File: config.mk
export PLATFORM = sky130hd
export DESIGN_NAME = tgql_ram
export DESIGN_NICKNAME = d
export VERILOG_FILES = /design/src/hw/rtl/tgql_ram.sv
export SDC_FILE = /design/constraint.sdc
export NUM_CORES = 1
export LEC_CHECK = 0
export BUFFER_PORTS_ARGS = -buffer_cell sky130_fd_sc_hd__buf_4
export CORE_AREA = 5 5 99 101
export DETAILED_ROUTE_END_ITERATION = 8
export DIE_AREA = 0 0 104 106
export PLACE_DENSITY = 0.77
export SLEW_MARGIN = 40
export SYNTH_ARGS = -nofsm -noshare
export SYNTH_HDL_FRONTEND = slang
export SYNTH_SLANG_ARGS = --single-unit
File: constraint.sdc
create_clock -name clk -period 3.2 [get_ports clk]
set_clock_uncertainty 0.15 [all_clocks]
set_input_delay 0.48 -clock clk [delete_from_list [all_inputs] [get_ports clk]]
set_output_delay 0.48 -clock clk [all_outputs]
set_load 0.01 [all_outputs]
File: src/hw/rtl/tgql_ram.sv
module tgql_ram #(
  parameter int WIDTH = 8,
  parameter int DEPTH = 16
) (
  input  logic                     clk,
  input  logic                     we,
  input  logic [$clog2(DEPTH)-1:0] waddr,
  input  logic [WIDTH-1:0]         wdata,
  input  logic [$clog2(DEPTH)-1:0] raddr,
  output logic [WIDTH-1:0]         rdata
);
  logic [WIDTH-1:0] mem [DEPTH];

  always_ff @(posedge clk) begin
    if (we) begin
      mem[waddr] <= wdata;
    end
    rdata <= mem[raddr];
  end
endmodule

==> Word level (Yosys, flattened, before mapping) <==
Memories as Yosys holds them, arrays and structs flattened. A register that Yosys moved wholly into a read port is not among the register bits.
Index checks and enable logic that the tools add are counted.
{ "totals": {"n_memories": 1, "out_inout_bits": 8, "reg_bits": 0, "ram_bits": 128, "latch_bits": 0, "romBits": 0, "word_cells": 3} }
{ "op_classes": {"shift": 0, "n_eq_ne": 0, "order_cmp": 0, "n_addsub": 0, "mul": 0, "bitwise": 0, "div_mod_pow": 0, "n_reduce_logical": 0, "n_mux": 2} }
{ "memory_table": {"columns": ["memory", "depth", "word_bits", "rd", "rd_clocked_by_memory_dff", "wr", "line_no", "text"], "rows": [
  ["mem", 16, 8, 1, 1, 1, "12", "logic [WIDTH-1:0] mem [DEPTH];"]
]} }
{ "ops": {"columns": ["cell", "count"], "rows": [
  ["1-bit two-way mux", 2]
]} }

==> Logic depth before layout (Yosys ltp) <==
{ "logic_depth": {"ltp_word": 2, "depth_mapped": 5, "mapped_depth_nobuf": 3} }

==> Least setup slack after synthesis <==
OpenSTA, ideal clock, no wires.
{ "synth_timing": {"path_kind": "in2reg", "startpoint": "in waddr[2]", "endpoint": "mem mem[0][0], enable pin", "required_ps": 2667, "path_buffers": 0, "slack_ps": 1077, "cell_stages": 2, "t_arrival_ps": 1590, "cell_sequence": "or3b_2 nor3_1"} }
{ "synth_rtl": {"columns": ["item", "line_no", "text"], "rows": [
  ["from (decl)", "7", "input logic [$clog2(DEPTH)-1:0] waddr,"],
  ["to (decl)", "12", null]
]} }
No word-level cell before the write port.

==> Final worst setup path <==
{ "layout_timing": {"startpoint": "in waddr[2]", "endpoint": "mem mem[1][0], enable pin"} }
No word-level cell before the write port.

==> metrics.txt <==
min Tclk post-route=1.795 ns; CP required=3.18 ns; Global Route Usage Sum=0.1875; Syn Nets=247; num ports=26; Worst IR Drop VDD=0.3957 mV; number of nets in the layout=285; Critical Path Max Stage Delay=0.66 ns; Initial Utilization=0.5762; antenna violations before repair=0; # setup viols final=0; CP cell instances=buf_4 -> or3b_2 -> nor2_1; CTS tree=yes; crit path capture type=flip-flop; setup repair after global routing missed its margin=no; reg2reg start=mem[0][0]$_DFFE_PP_; register area share after synthesis=0.7778; post-route ant nets=0; M2 GR Usage=0.2923; clock transition at the registers of the reported paths=0.06 ns; Setup CP Type=primary input to flip-flop; r2r worst-path depth=3; area occupied by multi-input gates=1072 µm²; Hold Path Class=primary input to flip-flop; hold worst-path end=mem[0][2]$_DFFE_PP_; # resized after CTS=0; Synth Register Bits=136; Worst path slowest cell=nor2_1; Clk Latency, worst-skew pair=0.51 ns; post-layout util=0.6648; RePlAce Congestion=0.7563; fraction of layout cells with a size suffix above 1=0.2857; Final WS setup=1.405 ns; Hold Crit Depth=1; First-pass DRT Iterations=4; Peak Freq=0.5570 GHz; Leak=0.001978 µW; via count=2,392; number of global-route vias before repair=2,499; CP max FO=8; PwrDens=644.8 nW/µm²; normalized max-slew margin=0.4327; die width=104 µm; Worst setup SP type=primary input; Synth Area per Inst=22.48 µm²; Residual DRC=0; Row Count=35; Clock Tree Root=clkbuf_8; H-tree Lvls=4; max-slew violation count=0; DRT Wirelength=9559 µm; Post-CTS Setup Inserts=0; pre-CTS WS=0.8599 ns; post-DP HPWL=5789 µm; Final Hold Viols=0; hold_sp=wdata[2]; Yosys warning total=0; cts bufs inserted=17; hold_buf cts=0; run status=finished clean; area delta synth->final=15.39%; met3 usage=0.05647; die area=11,020 µm²; global route overflow=0; Register Area=4004 µm²; Cell Count Post-Placement=359; core region area=8934 µm²; Fin Setup TNS=0 ns; largest net degree at the start of global routing=33; R2R Path End=rdata[0]$_DFF_P_; first-pass GRT wire length=14,830 µm; Final period util=0.5610; wire per inst=24.45 µm; Die Span Y=106 µm; reg-to-reg slack, setup=1.65 ns; port bufs=25; met1 usage=0.2479; Hold WS=0.1201 ns; vias per inst=6.118; Cells after Synth=229; # fillers=576; Slew @ Worst Pin=0.8478 ns; ANT cells=0; First DRT Iteration DRCs=179; GR peak layer=met2; total clock sinks=136; WP data arrival=1.78 ns; max_cap viols=0; Synth cell types=19; CTS max path bufs=2; Post-Syn Area=5147 µm²; Non-Filler Instances=391
worst max-delay path by stage:
stage / start / to
finish: waddr[2] / mem[1][0]$_DFFE_PP_
global route: raddr[0] / rdata[0]$_DFF_P_
CTS: waddr[2] / mem[1][0]$_DFFE_PP_
detailed placement: waddr[2] / mem[1][1]$_DFFE_PP_
global placement: waddr[2] / mem[1][1]$_DFFE_PP_
floorplan: waddr[2] / mem[0][0]$_DFFE_PP_
cells in the final DEF, fill, tap and decap left out:
master and instances:
edfxtp_1 128, buf_4 29, mux4_2 18, a22oi_1 16, clkbuf_16 16, mux4_1 14, nand2_1 9, dfxtp_1 8
nor2_1 7, nor2_2 6, nor3_1 4, clkinv_2 4, clkbuf_8 3, clkbuf_1 3, clkinv_1 3, clkinvlp_4 3
nand3b_1 2, nand2b_1 2, nor2b_1 1, and2_1 1, and2b_1 1, nand3_1 1, or3b_2 1
critical path, delay by kind of cell:
family	cells	cell delay [ns]
buffers and inverters	1	0.12
AND/OR/NAND/NOR	2	1.18
power by group:
part / switching, µW / internal (µW)
clock network: 657 / 976
logic: 107 / 84.0
registers: 13.5 / 1990
metrics by stage:
step / area [µm²] / total power (µW)
3_5_place_dp: 5423 / 2232
3_3_place_gp: 5418 / 2225
6_report: 5939 / 3830
2_1_floorplan: 5147 / 2144
5_1_grt: 5939 / 3960
4_1_cts: 5929 / 3863
kinds of logic after synthesis:
group	share of synthesized area
multiplexers	0.1502
buffers and inverters	0.01677
flip-flops	0.7778
AO/OA/AOI/OAI	0.02334
AND/OR/NAND/NOR	0.03184
state kept, by name (all words and copies together), names as in the netlist:
signal  cells
mem       128
rdata       8
Yosys cell counts:
master	number	area share
buf_6	3	0.0066
nand2_1	9	0.0066
a22oi_1	16	0.023
buf_4	1	0.0015
and2b_1	1	0.0015
nor2_1	13	0.0095
nor3_1	4	0.0039
mux4_1	14	0.071
edfxtp_1	128	0.75
nand3_1	1	0.00097
nor2b_1	1	0.0012
mux4_2	18	0.079
nand3b_1	2	0.0029
and2_1	1	0.0012
dfxtp_1	8	0.031
or3b_2	1	0.0017
buf_2	3	0.0029
clkdlybuf4s25_2	3	0.0058
nand2b_1	2	0.0024
cell type report:
type | instances | share of cell area
repair buffers | 29 | 0.03665
well taps | 111 | 0.02338
clock inverters | 10 | 0.009058
clock buffers | 22 | 0.07626
flip-flops and latches | 136 | 0.6741
multi-input cells | 83 | 0.1805
metal layers:
layer | share of wire | vias up
li1 | - | 1049
met1 | 0.38 | 1212
met2 | 0.50 | 121
met3 | 0.10 | 10
met4 | 0.0095 | 0
met5 | 0 | -
(Power assumes the default switching activity.)
