### config.mk
export PLATFORM = sky130hd
export DESIGN_NAME = tgql_div
export DESIGN_NICKNAME = d
export VERILOG_FILES = /design/src/hw/rtl/tgql_pkg.sv /design/src/hw/rtl/tgql_div.sv
export SDC_FILE = /design/constraint.sdc
export NUM_CORES = 1
export LEC_CHECK = 0
export ABC_AREA = 0
export BUFFER_PORTS_ARGS = -buffer_cell sky130_fd_sc_hd__buf_2
export CORE_ASPECT_RATIO = 1.75
export CORE_MARGIN = 1.5
export CORE_UTILIZATION = 53
export DETAILED_ROUTE_END_ITERATION = 7
export PLACE_DENSITY = 0.86
export RECOVER_POWER = 100
export SLEW_MARGIN = 20
export SYNTH_ARGS = -nofsm -noshare
export SYNTH_HDL_FRONTEND = slang
export SYNTH_SLANG_ARGS = --single-unit
### constraint.sdc
create_clock -name clk -period 3.03 [get_ports clk]
set_input_delay 0 -clock clk [delete_from_list [all_inputs] [get_ports clk]]
set_output_delay 0 -clock clk [all_outputs]
set_load 0.01 [all_outputs]
### src/hw/rtl/tgql_pkg.sv
package tgql_pkg;

  localparam int CFG_IDX_W = 3;
  localparam int CFG_DATA_W = 13;

  localparam logic [CFG_IDX_W-1:0] REG_VIEW_W = 3'd0;
  localparam logic [CFG_IDX_W-1:0] REG_VIEW_H = 3'd1;
  localparam logic [CFG_IDX_W-1:0] REG_ATLAS_W = 3'd2;
  localparam logic [CFG_IDX_W-1:0] REG_ATLAS_H = 3'd3;
  localparam logic [CFG_IDX_W-1:0] REG_GLYPH_COUNT = 3'd4;
  localparam logic [CFG_IDX_W-1:0] REG_ASCENT = 3'd5;
  localparam logic [CFG_IDX_W-1:0] REG_LINE_STEP = 3'd6;

  localparam logic [1:0] CMD_LOAD = 2'd0;
  localparam logic [1:0] CMD_BEGIN = 2'd1;
  localparam logic [1:0] CMD_CHAR = 2'd2;

  localparam logic [7:0] FIRST_CODE = 8'd32;
  localparam logic [7:0] NEWLINE = 8'd10;

  localparam int PEN_W = 20;
  localparam logic signed [PEN_W-1:0] PEN_MAX = 20'sh7FFFF;
  localparam logic signed [PEN_W-1:0] PEN_MIN = 20'sh80000;

  // divider numerator magnitude width and quotient width
  localparam int NUM_W = 38;
  localparam int DEN_W = 13;
  localparam int QUO_W = NUM_W + 2;

  typedef struct packed {
    logic [7:0] gh;
    logic [7:0] gw;
    logic [11:0] ay;
    logic [11:0] ax;
  } place_t;

  typedef struct packed {
    logic [7:0] adv;
    logic signed [8:0] by;
    logic signed [8:0] bx;
  } metrics_t;

  typedef struct packed {
    logic start;
    logic neg;
    logic [NUM_W-1:0] num;
    logic [DEN_W-1:0] den;
  } div_req_t;

  typedef struct packed {
    logic done;
    logic signed [QUO_W:0] quo;
  } div_rsp_t;

endpackage

### src/hw/rtl/tgql_div.sv
module tgql_div (
  input  logic               clk,
  input  logic               rst,
  input  tgql_pkg::div_req_t req,
  output tgql_pkg::div_rsp_t rsp
);
  import tgql_pkg::*;

  // restoring divide of (2|num| + den) by 2den, one quotient bit a cycle
  localparam int RW = NUM_W + 2;
  localparam int CNT_W = $clog2(RW + 1);

  logic [RW-1:0] dividend;
  logic [RW-1:0] rem;
  logic [RW:0] dsor;
  logic [CNT_W-1:0] cnt;
  logic busy;
  logic neg;
  logic done;

  always_ff @(posedge clk) begin
    if (rst) begin
      busy <= 1'b0;
      done <= 1'b0;
    end else begin
      done <= 1'b0;
      if (req.start) begin
        busy <= 1'b1;
        cnt <= CNT_W'(RW);
      end else if (busy) begin
        cnt <= cnt - 1'b1;
        if (cnt == CNT_W'(1)) begin
          busy <= 1'b0;
          done <= 1'b1;
        end
      end
    end
  end

  logic [RW:0] shifted;
  assign shifted = {rem, dividend[RW-1]};

  always_ff @(posedge clk) begin
    if (req.start) begin
      dividend <= {req.num, 1'b0} + RW'(req.den);
      rem <= '0;
      dsor <= {(RW - DEN_W)'(0), req.den, 1'b0};
      neg <= req.neg;
    end else if (busy) begin
      dividend <= {dividend[RW-2:0], 1'b0};
      if (shifted >= dsor) begin
        rem <= RW'(shifted - dsor);
        dividend[0] <= 1'b1;
      end else begin
        rem <= shifted[RW-1:0];
        dividend[0] <= 1'b0;
      end
    end
  end

  logic [QUO_W:0] mag;
  assign mag = {1'b0, dividend};
  assign rsp.done = done;
  assign rsp.quo = neg ? -$signed(mag) : $signed(mag);
endmodule

## After elaboration in Yosys (flattened, before gate mapping)

Index checks and enable logic that the tools add are counted.

- Reduce and logical (&&, ||, !) cells: 3
- Bitwise gates (word level): 2
- Multiplexer cells: 10
- Equal/unequal tests: 1
- Magnitude comparators: 1
- Add/subtract/negate cells: 4

Operators by type and width:

| operator | number |
|---|---|
| $mux W40 | 3 |
| $ge A41 B14 Y1 | 1 |
| $mux W41 | 1 |
| $neg A40 Y41 | 1 |
| $add A39 B13 Y40 | 1 |
| $sub A40 B14 Y40 | 1 |
| $eq A6 B1 Y1 const B | 1 |
| $mux W6 | 1 |
| $sub A6 B1 Y6 const B | 1 |
| $mux W1 | 5 |
| $reduce_or A3 Y1 | 1 |
| $not A1 Y1 | 2 |
| $reduce_and A2 Y1 | 1 |
| $reduce_bool A2 Y1 | 1 |

- Input port bits: 55
- Register bits: 102

## Longest topological paths before layout

Gate-level depths: netlist of run 1.

- Word-level depth: 4
- Mapped depth: 13
- Gate-level depth less buffers: 11

## Worst setup path before layout of run 1

Ideal clock, no wire load.

- Path type: reg-to-output
- Start: reg dividend[4]
- End: out rsp[32] in the netlist's numbering
- Stages on the path, launching flop included: 9
- Arrival time: 2834 ps
- Buffers on the path: 1
- Slack: 196 ps
- Cells stage by stage: edfxtp_1 -> or3_1 -> or3_1 -> or3b_4 -> or3_4 -> or4_1 -> buf_2 -> o41ai_4 -> xnor2_1

RTL lines:

| item | line | RTL |
|---|---|---|
| from (decl) | tgql_div.sv:13 | `logic [RW-1:0] dividend;` |
| from (signal assigned) | tgql_div.sv:45 | `dividend <= {req.num, 1'b0} + RW'(req.den);` |
| from (signal assigned) | tgql_div.sv:50 | `dividend <= {dividend[RW-2:0], 1'b0};` |
| to (decl) | tgql_div.sv:5 | `output tgql_pkg::div_rsp_t rsp` |

==> impl_metrics.ini, run 1 <==
[cts]
cts.path.max_buffers = 2
cts_made_buffers = 9
path_clk_slew_ns = 0.07
cts.sinks = 102
htreeDepth = 3
cts_tree = built
clock_latency_ns = 0.36
clockRootBuffer = clkbuf_16

[setup_path]
cp_data_required_time_ns = 3.03
crit_chain = or3_4 > or3_4 > or3b_4 > or3_4 > or4_4 > buf_8 > o31ai_4 > xnor2_1 > buf_2
timing.rr.end = rem[19]$_SDFFE_PP0P_
path_max_fanout = 6
arrival_ns = 3.34
rr_worst_depth = 11
crit_top_cell = or3_4
crit_buf_inv = 2
start_kind = register
crit_path_top_delay_cell = or4_4
path_delay_family = simple AND/OR/NAND/NOR gates
reg2reg_from = rem[0]$_SDFFE_PP0P_
critPathMaxStageDelay_ns = 0.44
crit_path_end_kind = primary output
reg2reg_slack_ns = 0.03
crit_type = register to primary output

[status]
status = finished with violations
violations = capacitance limit, slew limit, setup timing

[power]
p_sw_frac = 0.330
leakage_nw = 3.37
internal_power_mw = 3.07
clkPwrFrac = 0.295
p_comb_frac = 0.314
max-vdd-ir-drop_mv = 0.316
finalPower_mw = 4.58
powerDensity_nw_per_um2 = 514
p_sw_mw = 1.51
p_seq_frac = 0.390

[final_layout]
areaGrowthSynthToFinish_pct = 20.7
instances_no_fill = 1146
mostFrequentLayoutCells = nor2_1 (88), buf_2 (77), xnor2_1 (68), nand2_1 (67), edfxtp_1 (60)
drive_gt1_frac = 0.194
fin_nets = 1053
fill_cells = 1039
diodes = 0
final_common_cell = nor2_1

[global_routing]
grt_pass1_vias = 7197
grt_max_degree = 55
antenna_found_initial = 0
overflow = 0
grt_pass1_wl_um = 34400
grt.total_usage = 0.292

[placement]
place_inst = 1109
globalplace.congestion = 0.941
hpwlAfterDp_um = 15400
pre_cts_slack_ns = 0.0146
numPortBuffers = 96

[yosys]
yosysSeqAreaShare = 0.358
synth_edf_count = 60
synth_cell_type_count = 67
synth_cells = 850
ys_seq_elements = 102
synthArstFlopShare = 0
synth_area_sq_um = 7390
synth_top_flop_cell = edfxtp_1
yosysWarnings = 0
synth_area_per_cell_sq_um = 8.69
syn_nets = 935

[sta]
min_period_ns = 3.34
post-route-worst-setup-slack_ns = -0.310
max_freq_mhz = 299
period_share = 1.10
setup_viol_count_final = 12
rsz0062_at_grt = yes
finalHoldViolCount = 0
worstMarginPinSlew_ns = 1.75
hold_ws_ns = 0.0203
slew_headroom = -0.168
drv_slew = 75
skew_ns = 0.0149

[drt]
totalWireLength_um = 21700
drc = 0
viasPerCell = 6.39
drt-pass1-iter-count = 5
drtAntennaViolNets = 0
wl_per_cell_um = 19.0
vias = 7325
drtIter0Drc = 439

[floorplan]
fp.dieH_um = 159
core_area_sq_um = 13500
rows = 56
die_area_sq_um = 14700
ios = 97
start_util = 0.546
die_w_um = 92.3

[worst_hold_path]
whs_endpoint = dividend[38]$_DFFE_PN_
hold_class = primary input to register
holdPathStages = 3
hp-start = req[50]

[flow_run]
drv_cap = 2
==> cells by family after synthesis <==
family	after synthesis	synth area share
AND/OR/NAND/NOR	346	0.243
AO/OA/AOI/OAI	198	0.194
flip-flops	102	0.358
buffers and inverters	86	0.0454
XOR/XNOR	79	0.0936
adder cells (fa/ha/maj)	30	0.0528
multiplexers	9	0.0134
==> routing by layer <==
| metal | up-vias | global-route usage | wire length, um |
|---|---|---|---|
| li1 | 3413 | - | - |
| met1 | 3445 | 0.299 | 7420 |
| met2 | 354 | 0.543 | 11700 |
| met3 | 113 | 0.0411 | 1280 |
| met4 | 0 | 0.184 | 1350 |
| met5 | - | 0 | 0 |
==> worst min-delay path, cell delays in order <==
cell and delay [ns]:
buf_2 0.11, a31oi_1 0.07, o211ai_1 0.08
==> power groups by stage <==
stage | sequential [mW] | clock, mW | combinational [mW]
after floorplan | 1.76 | 0 | 0.905
after global placement | 1.80 | 0 | 1.32
after detailed placement | 1.80 | 0 | 1.34
after CTS | 1.78 | 1.34 | 1.39
after global routing | 1.81 | 1.40 | 1.57
final | 1.79 | 1.35 | 1.44
==> cell type report <==
type | instances | area, sq um | area share
timing repair buffer | 157 | 978 | 0.110
sequential | 102 | 2640 | 0.296
inverter | 36 | 135 | 0.0151
multi-input combinational | 662 | 4610 | 0.517
tap | 174 | 218 | 0.0244
clock buffer | 9 | 225 | 0.0252
clock inverter | 6 | 110 | 0.0123
==> cell usage after synthesis, types with 7 or more instances <==
library cell  number  share of area
edfxtp_1          60           0.24
or4_1             19          0.019
o31ai_1           26          0.026
clkbuf_1          39          0.020
nor2b_1            8         0.0068
and3_1             9         0.0076
nor2_1            88          0.045
or2_2             10         0.0085
and2_1             8         0.0068
a21oi_1           23          0.016
nor3_1            26          0.018
dfxtp_1           42           0.11
a31oi_1           21          0.018
or3_1             27          0.023
nand2_1           68          0.035
inv_1             35          0.018
xnor2_1           68          0.081
nand4_1           10         0.0085
ha_1              28          0.047
a211oi_1          20          0.020
nor4_1            23          0.019
xor2_1            11          0.013
mux2_2             7          0.011
a311oi_1          20          0.024
o21ai_0           30          0.020
a21o_1            12          0.012
nand3_1           23          0.016
==> state kept, by name (all words and copies together) (netlist names) <==
register and cells:
busy 1, cnt 6, dividend 40, done 1, dsor 13, neg 1
rem 40
==> worst max path at each step <==
stage,from,to,slack (ns),cells after the start
floorplan,dividend[4]$_DFFE_PN_,rsp[32],0.20,8
global placement,dividend[4]$_DFFE_PN_,rsp[32],0.1,9
detailed placement,dividend[4]$_DFFE_PN_,rsp[36],0.01,9
CTS,dividend[4]$_DFFE_PN_,rsp[36],-0.30,9
global route,dividend[15]$_DFFE_PN_,rsp[32],-0.40,9
finish,dividend[2]$_DFFE_PN_,rsp[36],-0.31,9
==> through the flow <==
| step | TNS (ns) | area [sq um] | util |
|---|---|---|---|
| CTS | -2.35 | 8780 | 0.650 |
| floorplan | 0 | 7390 | - |
| finish | -2.45 | 8920 | 0.660 |
| global route | -4.25 | 8920 | 0.660 |
| detailed placement | 0 | 8210 | 0.607 |
| global placement | 0 | 8210 | 0.607 |
==> timing repair <==
action | CTS | global route
hold buffers | 15 | 0
endpoints found under the setup margin | 13 | 60
pin swaps | 5 | 14
hold endpoints to repair | 16 | 0
gates resized for setup | 14 | 27
setup buffers | 2 | 5
Power figures use the tool's default switching activity.
==> run 2, diff against run 1 <==
==> constraint.sdc (replaced) <==
create_clock -name clk -period 2.9 [get_ports clk]
set_input_delay 0 -clock clk [delete_from_list [all_inputs] [get_ports clk]]
set_output_delay 0 -clock clk [all_outputs]
set_load 0.01 [all_outputs]
==> run 2 against run 1 <==
  * The run still ends with capacitance limit, slew limit, setup timing left
  * Cell count grew 2.6%
  * Global-route usage grew 2.0 points
  * Clock skew shrank 0.0038 ns
  * Sequential share of layout area shrank 1.4 points
  * Setup slack lost 0.17 ns
  * Via count grew 4.9%
  * Power grew 5.3%
  * Wire length grew 10%
  * Critical endpoint is now rsp[34]
==> impl_metrics.ini, run 2 (same netlist as run 1, synthesis figures left out) <==
[drt]
viasPerCell = 6.54
drt-pass1-iter-count = 6
drtAntennaViolNets = 0
wl_per_cell_um = 20.4
drtIter0Drc = 611
totalWireLength_um = 24000
drc = 0
vias = 7687

[power]
max-vdd-ir-drop_mv = 0.324
powerDensity_nw_per_um2 = 515
leakage_nw = 3.55
finalPower_mw = 4.82

[global_routing]
grt.total_usage = 0.313
grt_max_degree = 86
antenna_found_initial = 0
grt_pass1_vias = 7436
overflow = 0
grt_pass1_wl_um = 36500

[placement]
hpwlAfterDp_um = 15800
globalplace.congestion = 0.957
placed_area_sq_um = 8420
numPortBuffers = 96

[floorplan]
rows = 56
ios = 97
die_area_sq_um = 14700
fp.dieH_um = 159
core_area_sq_um = 13500
start_util = 0.546
die_w_um = 92.3

[cts]
cts_made_buffers = 9
clock_latency_ns = 0.36
path_clk_slew_ns = 0.08
clockRootBuffer = clkbuf_16
htreeDepth = 3
cts.sinks = 102
cts.path.max_buffers = 2
cts_tree = built

[setup_path]
crit_path_top_delay_cell = or4_4
path_delay_family = simple AND/OR/NAND/NOR gates
start_kind = register
crit_top_cell = or3_4
crit_type = register to primary output
path_max_fanout = 6
arrival_ns = 3.38
crit_chain = or3_4 > or3_4 > or3b_4 > or3_4 > or4_4 > buf_8 > o31ai_4 > xnor2_1 > buf_2
cp_data_required_time_ns = 2.90
crit_path_end_kind = primary output
critPathMaxStageDelay_ns = 0.44
crit_buf_inv = 2

[final_layout]
drive_gt1_frac = 0.246
fin_nets = 1082
largestRegisters = dividend x40, rem x40, dsor x13
design_area_sq_um = 9360
mostFrequentLayoutCells = nor2_1 (87), buf_2 (70), xnor2_1 (66), nand2_1 (64), edfxtp_1 (60)
diodes = 0
areaGrowthSynthToFinish_pct = 26.7
final_common_cell = nor2_1

[sta]
min_period_ns = 3.38
slew_headroom = -0.213
setup_viol_count_final = 55
skew_ns = 0.0111
rsz0062_at_grt = yes
finalHoldViolCount = 0
post-route-worst-setup-slack_ns = -0.483
max_freq_mhz = 296
period_share = 1.17
drv_slew = 86
worstMarginPinSlew_ns = 1.82

[status]
status = finished with violations
violations = capacitance limit, slew limit, setup timing

[flow_run]
drv_cap = 1

[worst_hold_path]
hold_class = primary input to register
-- run 2: cell count changes in the layout (fill, tap and decap cells not counted), moves of 4 or more --
cell	previous run	this run
buf_4	39	59
o31ai_4	3	11
buf_2	77	70
o31ai_1	24	17
clkbuf_1	21	27
clkbuf_2	1	7
o21ai_0	27	23
-- run 2: layer usage --
metal	vias up	global-route usage	wire length, um
li1	3484	-	-
met5	-	0	0
met4	0	0.210	1590
met1	3600	0.314	7870
met3	135	0.0468	1540
met2	468	0.578	13000
-- run 2: worst min-delay path, delay by kind of cell --
family          cells  cell delay, ns
compound gates      2            0.13
buf+inv             1            0.11
-- run 2: report_power, final --
group	internal, mW	total (mW)	switching, mW
Sequential	1.71	1.89	0.182
Clock	0.683	1.29	0.610
Combinational	0.725	1.64	0.918
Total	3.11	4.82	1.71
-- run 2: final timing paths --
check / startpoint / to / depth (start not counted) / slack [ns]
worst min-delay path: req[49] / dividend[37]$_DFFE_PN_ / 3 / 0.04
worst min register to register: rem[39]$_SDFFE_PP0P_ / rem[39]$_SDFFE_PP0P_ / 2 / 0.49
worst max-delay path: dividend[4]$_DFFE_PN_ / rsp[34] / 9 / -0.48
worst max register to register: rem[0]$_SDFFE_PP0P_ / rem[4]$_SDFFE_PP0P_ / 13 / -0.18
-- run 2: area by class of cell --
cell class	count	area, sq um
sequential	102	2640
clock inverter	7	81.3
tap	174	218
clock buffer	9	225
multi-input combinational	662	4860
fill	935	4160
inverter	36	138
timing repair buffer	186	1200
-- run 2: what timing repair did --
item,in CTS,in global routing
gates resized for setup,29,73
hold buffers,15,0
pin swaps,6,33
setup buffers,2,6
endpoints found under the hold margin,15,0
setup endpoints to repair,42,78
-- run 2: through the flow --
stage	hold slack, ns	cells	setup WS [ns]	setup TNS [ns]	utilization
after global routing	0.0607	1176	-0.542	-13.82	0.692
final	0.0417	1176	-0.483	-7.93	0.692
after CTS	0.00532	1169	-0.420	-2.92	0.669
after global placement	0.178	1136	-0.00572	-0.00572	0.623
after detailed placement	0.182	1136	-0.0567	-0.218	0.623
after floorplan	0.0768	850	0.0658	0	-
==> run 3, diff against run 2 <==
--- a/config.mk
+++ b/config.mk
@@ -13,6 +13,7 @@
 export DETAILED_ROUTE_END_ITERATION = 7
 export PLACE_DENSITY = 0.86
 export RECOVER_POWER = 100
+export REMOVE_ABC_BUFFERS = 1
 export SLEW_MARGIN = 20
 export SYNTH_ARGS = -nofsm -noshare
 export SYNTH_HDL_FRONTEND = slang
==> run 3 against run 2 <==
  * The run still ends with capacitance limit, slew limit, setup timing left
  * Register-to-register slack better by 0.22 ns
  * First-iteration DRC count fell by 14%
  * Clock skew is 0.00061 ns lower
  * Sequential power shrank 2%
  * Critical endpoint unchanged
  * Largest cell class unchanged
  * Largest power group unchanged
  * Highest routed layer unchanged
==> impl_metrics.ini, run 3 (same netlist as run 1, synthesis figures left out) <==
[power]
leakage_nw = 3.36
powerDensity_nw_per_um2 = 515
max-vdd-ir-drop_mv = 0.360
finalPower_mw = 4.57

[global_routing]
grt.total_usage = 0.279
antenna_found_initial = 0
overflow = 0
grt_max_degree = 110
grt_pass1_vias = 7186
grt_pass1_wl_um = 33000

[final_layout]
instances_no_fill = 1153
multi_input_area_sq_um = 4570
seqCellArea_sq_um = 2640
largestRegisters = dividend x40, rem x40, dsor x13
drive_gt1_frac = 0.208
areaGrowthSynthToFinish_pct = 20.3
fill_cells = 1041
diodes = 0
final_common_cell = nor2_1
fin_nets = 1059
mostFrequentLayoutCells = nor2_1 (88), buf_2 (82), nand2_1 (68), xnor2_1 (68), edfxtp_1 (60)
post-route-util = 0.657

[worst_hold_path]
hold_class = primary input to register

[sta]
fin_tns_setup_ns = -3.45
period_share = 1.14
skew_ns = 0.0105
min_period_ns = 3.29
slew_headroom = -0.542
post-route-worst-setup-slack_ns = -0.392
finalHoldViolCount = 0
rsz0062_at_grt = yes
drv_slew = 110
setup_viol_count_final = 17
worstMarginPinSlew_ns = 2.31
max_freq_mhz = 304

[drt]
wl_per_cell_um = 17.7
drtIter0Drc = 525
totalWireLength_um = 20400
vias = 7245
drtAntennaViolNets = 0
drt-pass1-iter-count = 5
viasPerCell = 6.28
drc = 0

[setup_path]
crit_path_top_delay_cell = or4_4
path_max_fanout = 7
critPathMaxStageDelay_ns = 0.53
arrival_ns = 3.29
crit_path_end_kind = primary output
crit_type = register to primary output
crit_buf_inv = 1
crit_top_cell = or3_4
reg2reg_slack_ns = 0.04
path_delay_family = simple AND/OR/NAND/NOR gates
crit_chain = or3_4 > or3_4 > or3b_4 > or3_4 > or4_4 > o31ai_4 > xnor2_1 > buf_2
cp_data_required_time_ns = 2.90
start_kind = register

[status]
violations = capacitance limit, slew limit, setup timing
status = finished with violations

[cts]
path_clk_slew_ns = 0.08
cts_tree = built
clock_latency_ns = 0.35
clockRootBuffer = clkbuf_16
cts.path.max_buffers = 2
cts.sinks = 102
htreeDepth = 3
cts_made_buffers = 9

[floorplan]
die_w_um = 92.3
ios = 97
start_util = 0.546
core_area_sq_um = 13500
die_area_sq_um = 14700
rows = 56
fp.dieH_um = 159

[placement]
pre_cts_slack_ns = -0.0842
numPortBuffers = 96
hpwlAfterDp_um = 14700
place_inst = 1119
globalplace.congestion = 0.937

[flow_run]
drv_cap = 1
-- run 3: cell types whose count changed in the layout (fill, tap and decap cells not counted), sizes merged --
cell	previous run	this run
clkbuf	44	25
inv	37	39
bufinv	1	0
clkinvlp	2	1
buf	136	132
-- run 3: through the flow --
stage | area (sq um) | hold slack, ns
3_5_place_dp | 8300 | 0.180
2_1_floorplan | 7190 | 0.0689
5_1_grt | 8880 | 0.0659
3_3_place_gp | 8300 | 0.177
4_1_cts | 8820 | 0.00718
6_report | 8880 | 0.0372
-- run 3: area by class of cell --
type	count	area share
Sequential cell	102	0.297
Clock inverter	7	0.00704
Clock buffer	9	0.0253
Inverter	36	0.0152
Tap cell	174	0.0245
Multi-Input combinational cell	662	0.515
Timing Repair Buffer	163	0.116
-- run 3: path summary, 6_finish.rpt --
kind	from	end	depth (start not counted)
worst max-delay path	dividend[4]$_DFFE_PN_	rsp[34]	8
worst min-delay path	req[13]	dividend[1]$_DFFE_PN_	4
worst max register to register	rem[0]$_SDFFE_PP0P_	rem[19]$_SDFFE_PP0P_	11
worst min register to register	rem[39]$_SDFFE_PP0P_	rem[39]$_SDFFE_PP0P_	2
-- run 3: timing repair --
action	in CTS	in global routing
gates resized for setup	14	25
hold buffers	15	0
endpoints found under the hold margin	16	0
pin swaps	3	3
setup buffers	2	2
endpoints found under the setup margin	19	51
-- run 3: layer usage --
layer | track usage | wire length, um
met4 | 0.177 | 1310
met1 | 0.277 | 7000
met3 | 0.0449 | 1080
met2 | 0.522 | 11000
met5 | 0 | 0
-- run 3: tightest hold or removal path: stages --
cell,delay (ns)
buf_2,0.08
ha_1,0.11
nand2_1,0.04
o21ai_0,0.06
-- run 3: power breakdown --
| group | switching, mW | internal (mW) | total (mW) |
|---|---|---|---|
| Sequential | 0.149 | 1.71 | 1.85 |
| Combinational | 0.839 | 0.684 | 1.52 |
| Clock | 0.593 | 0.603 | 1.20 |
| Total | 1.58 | 2.99 | 4.57 |
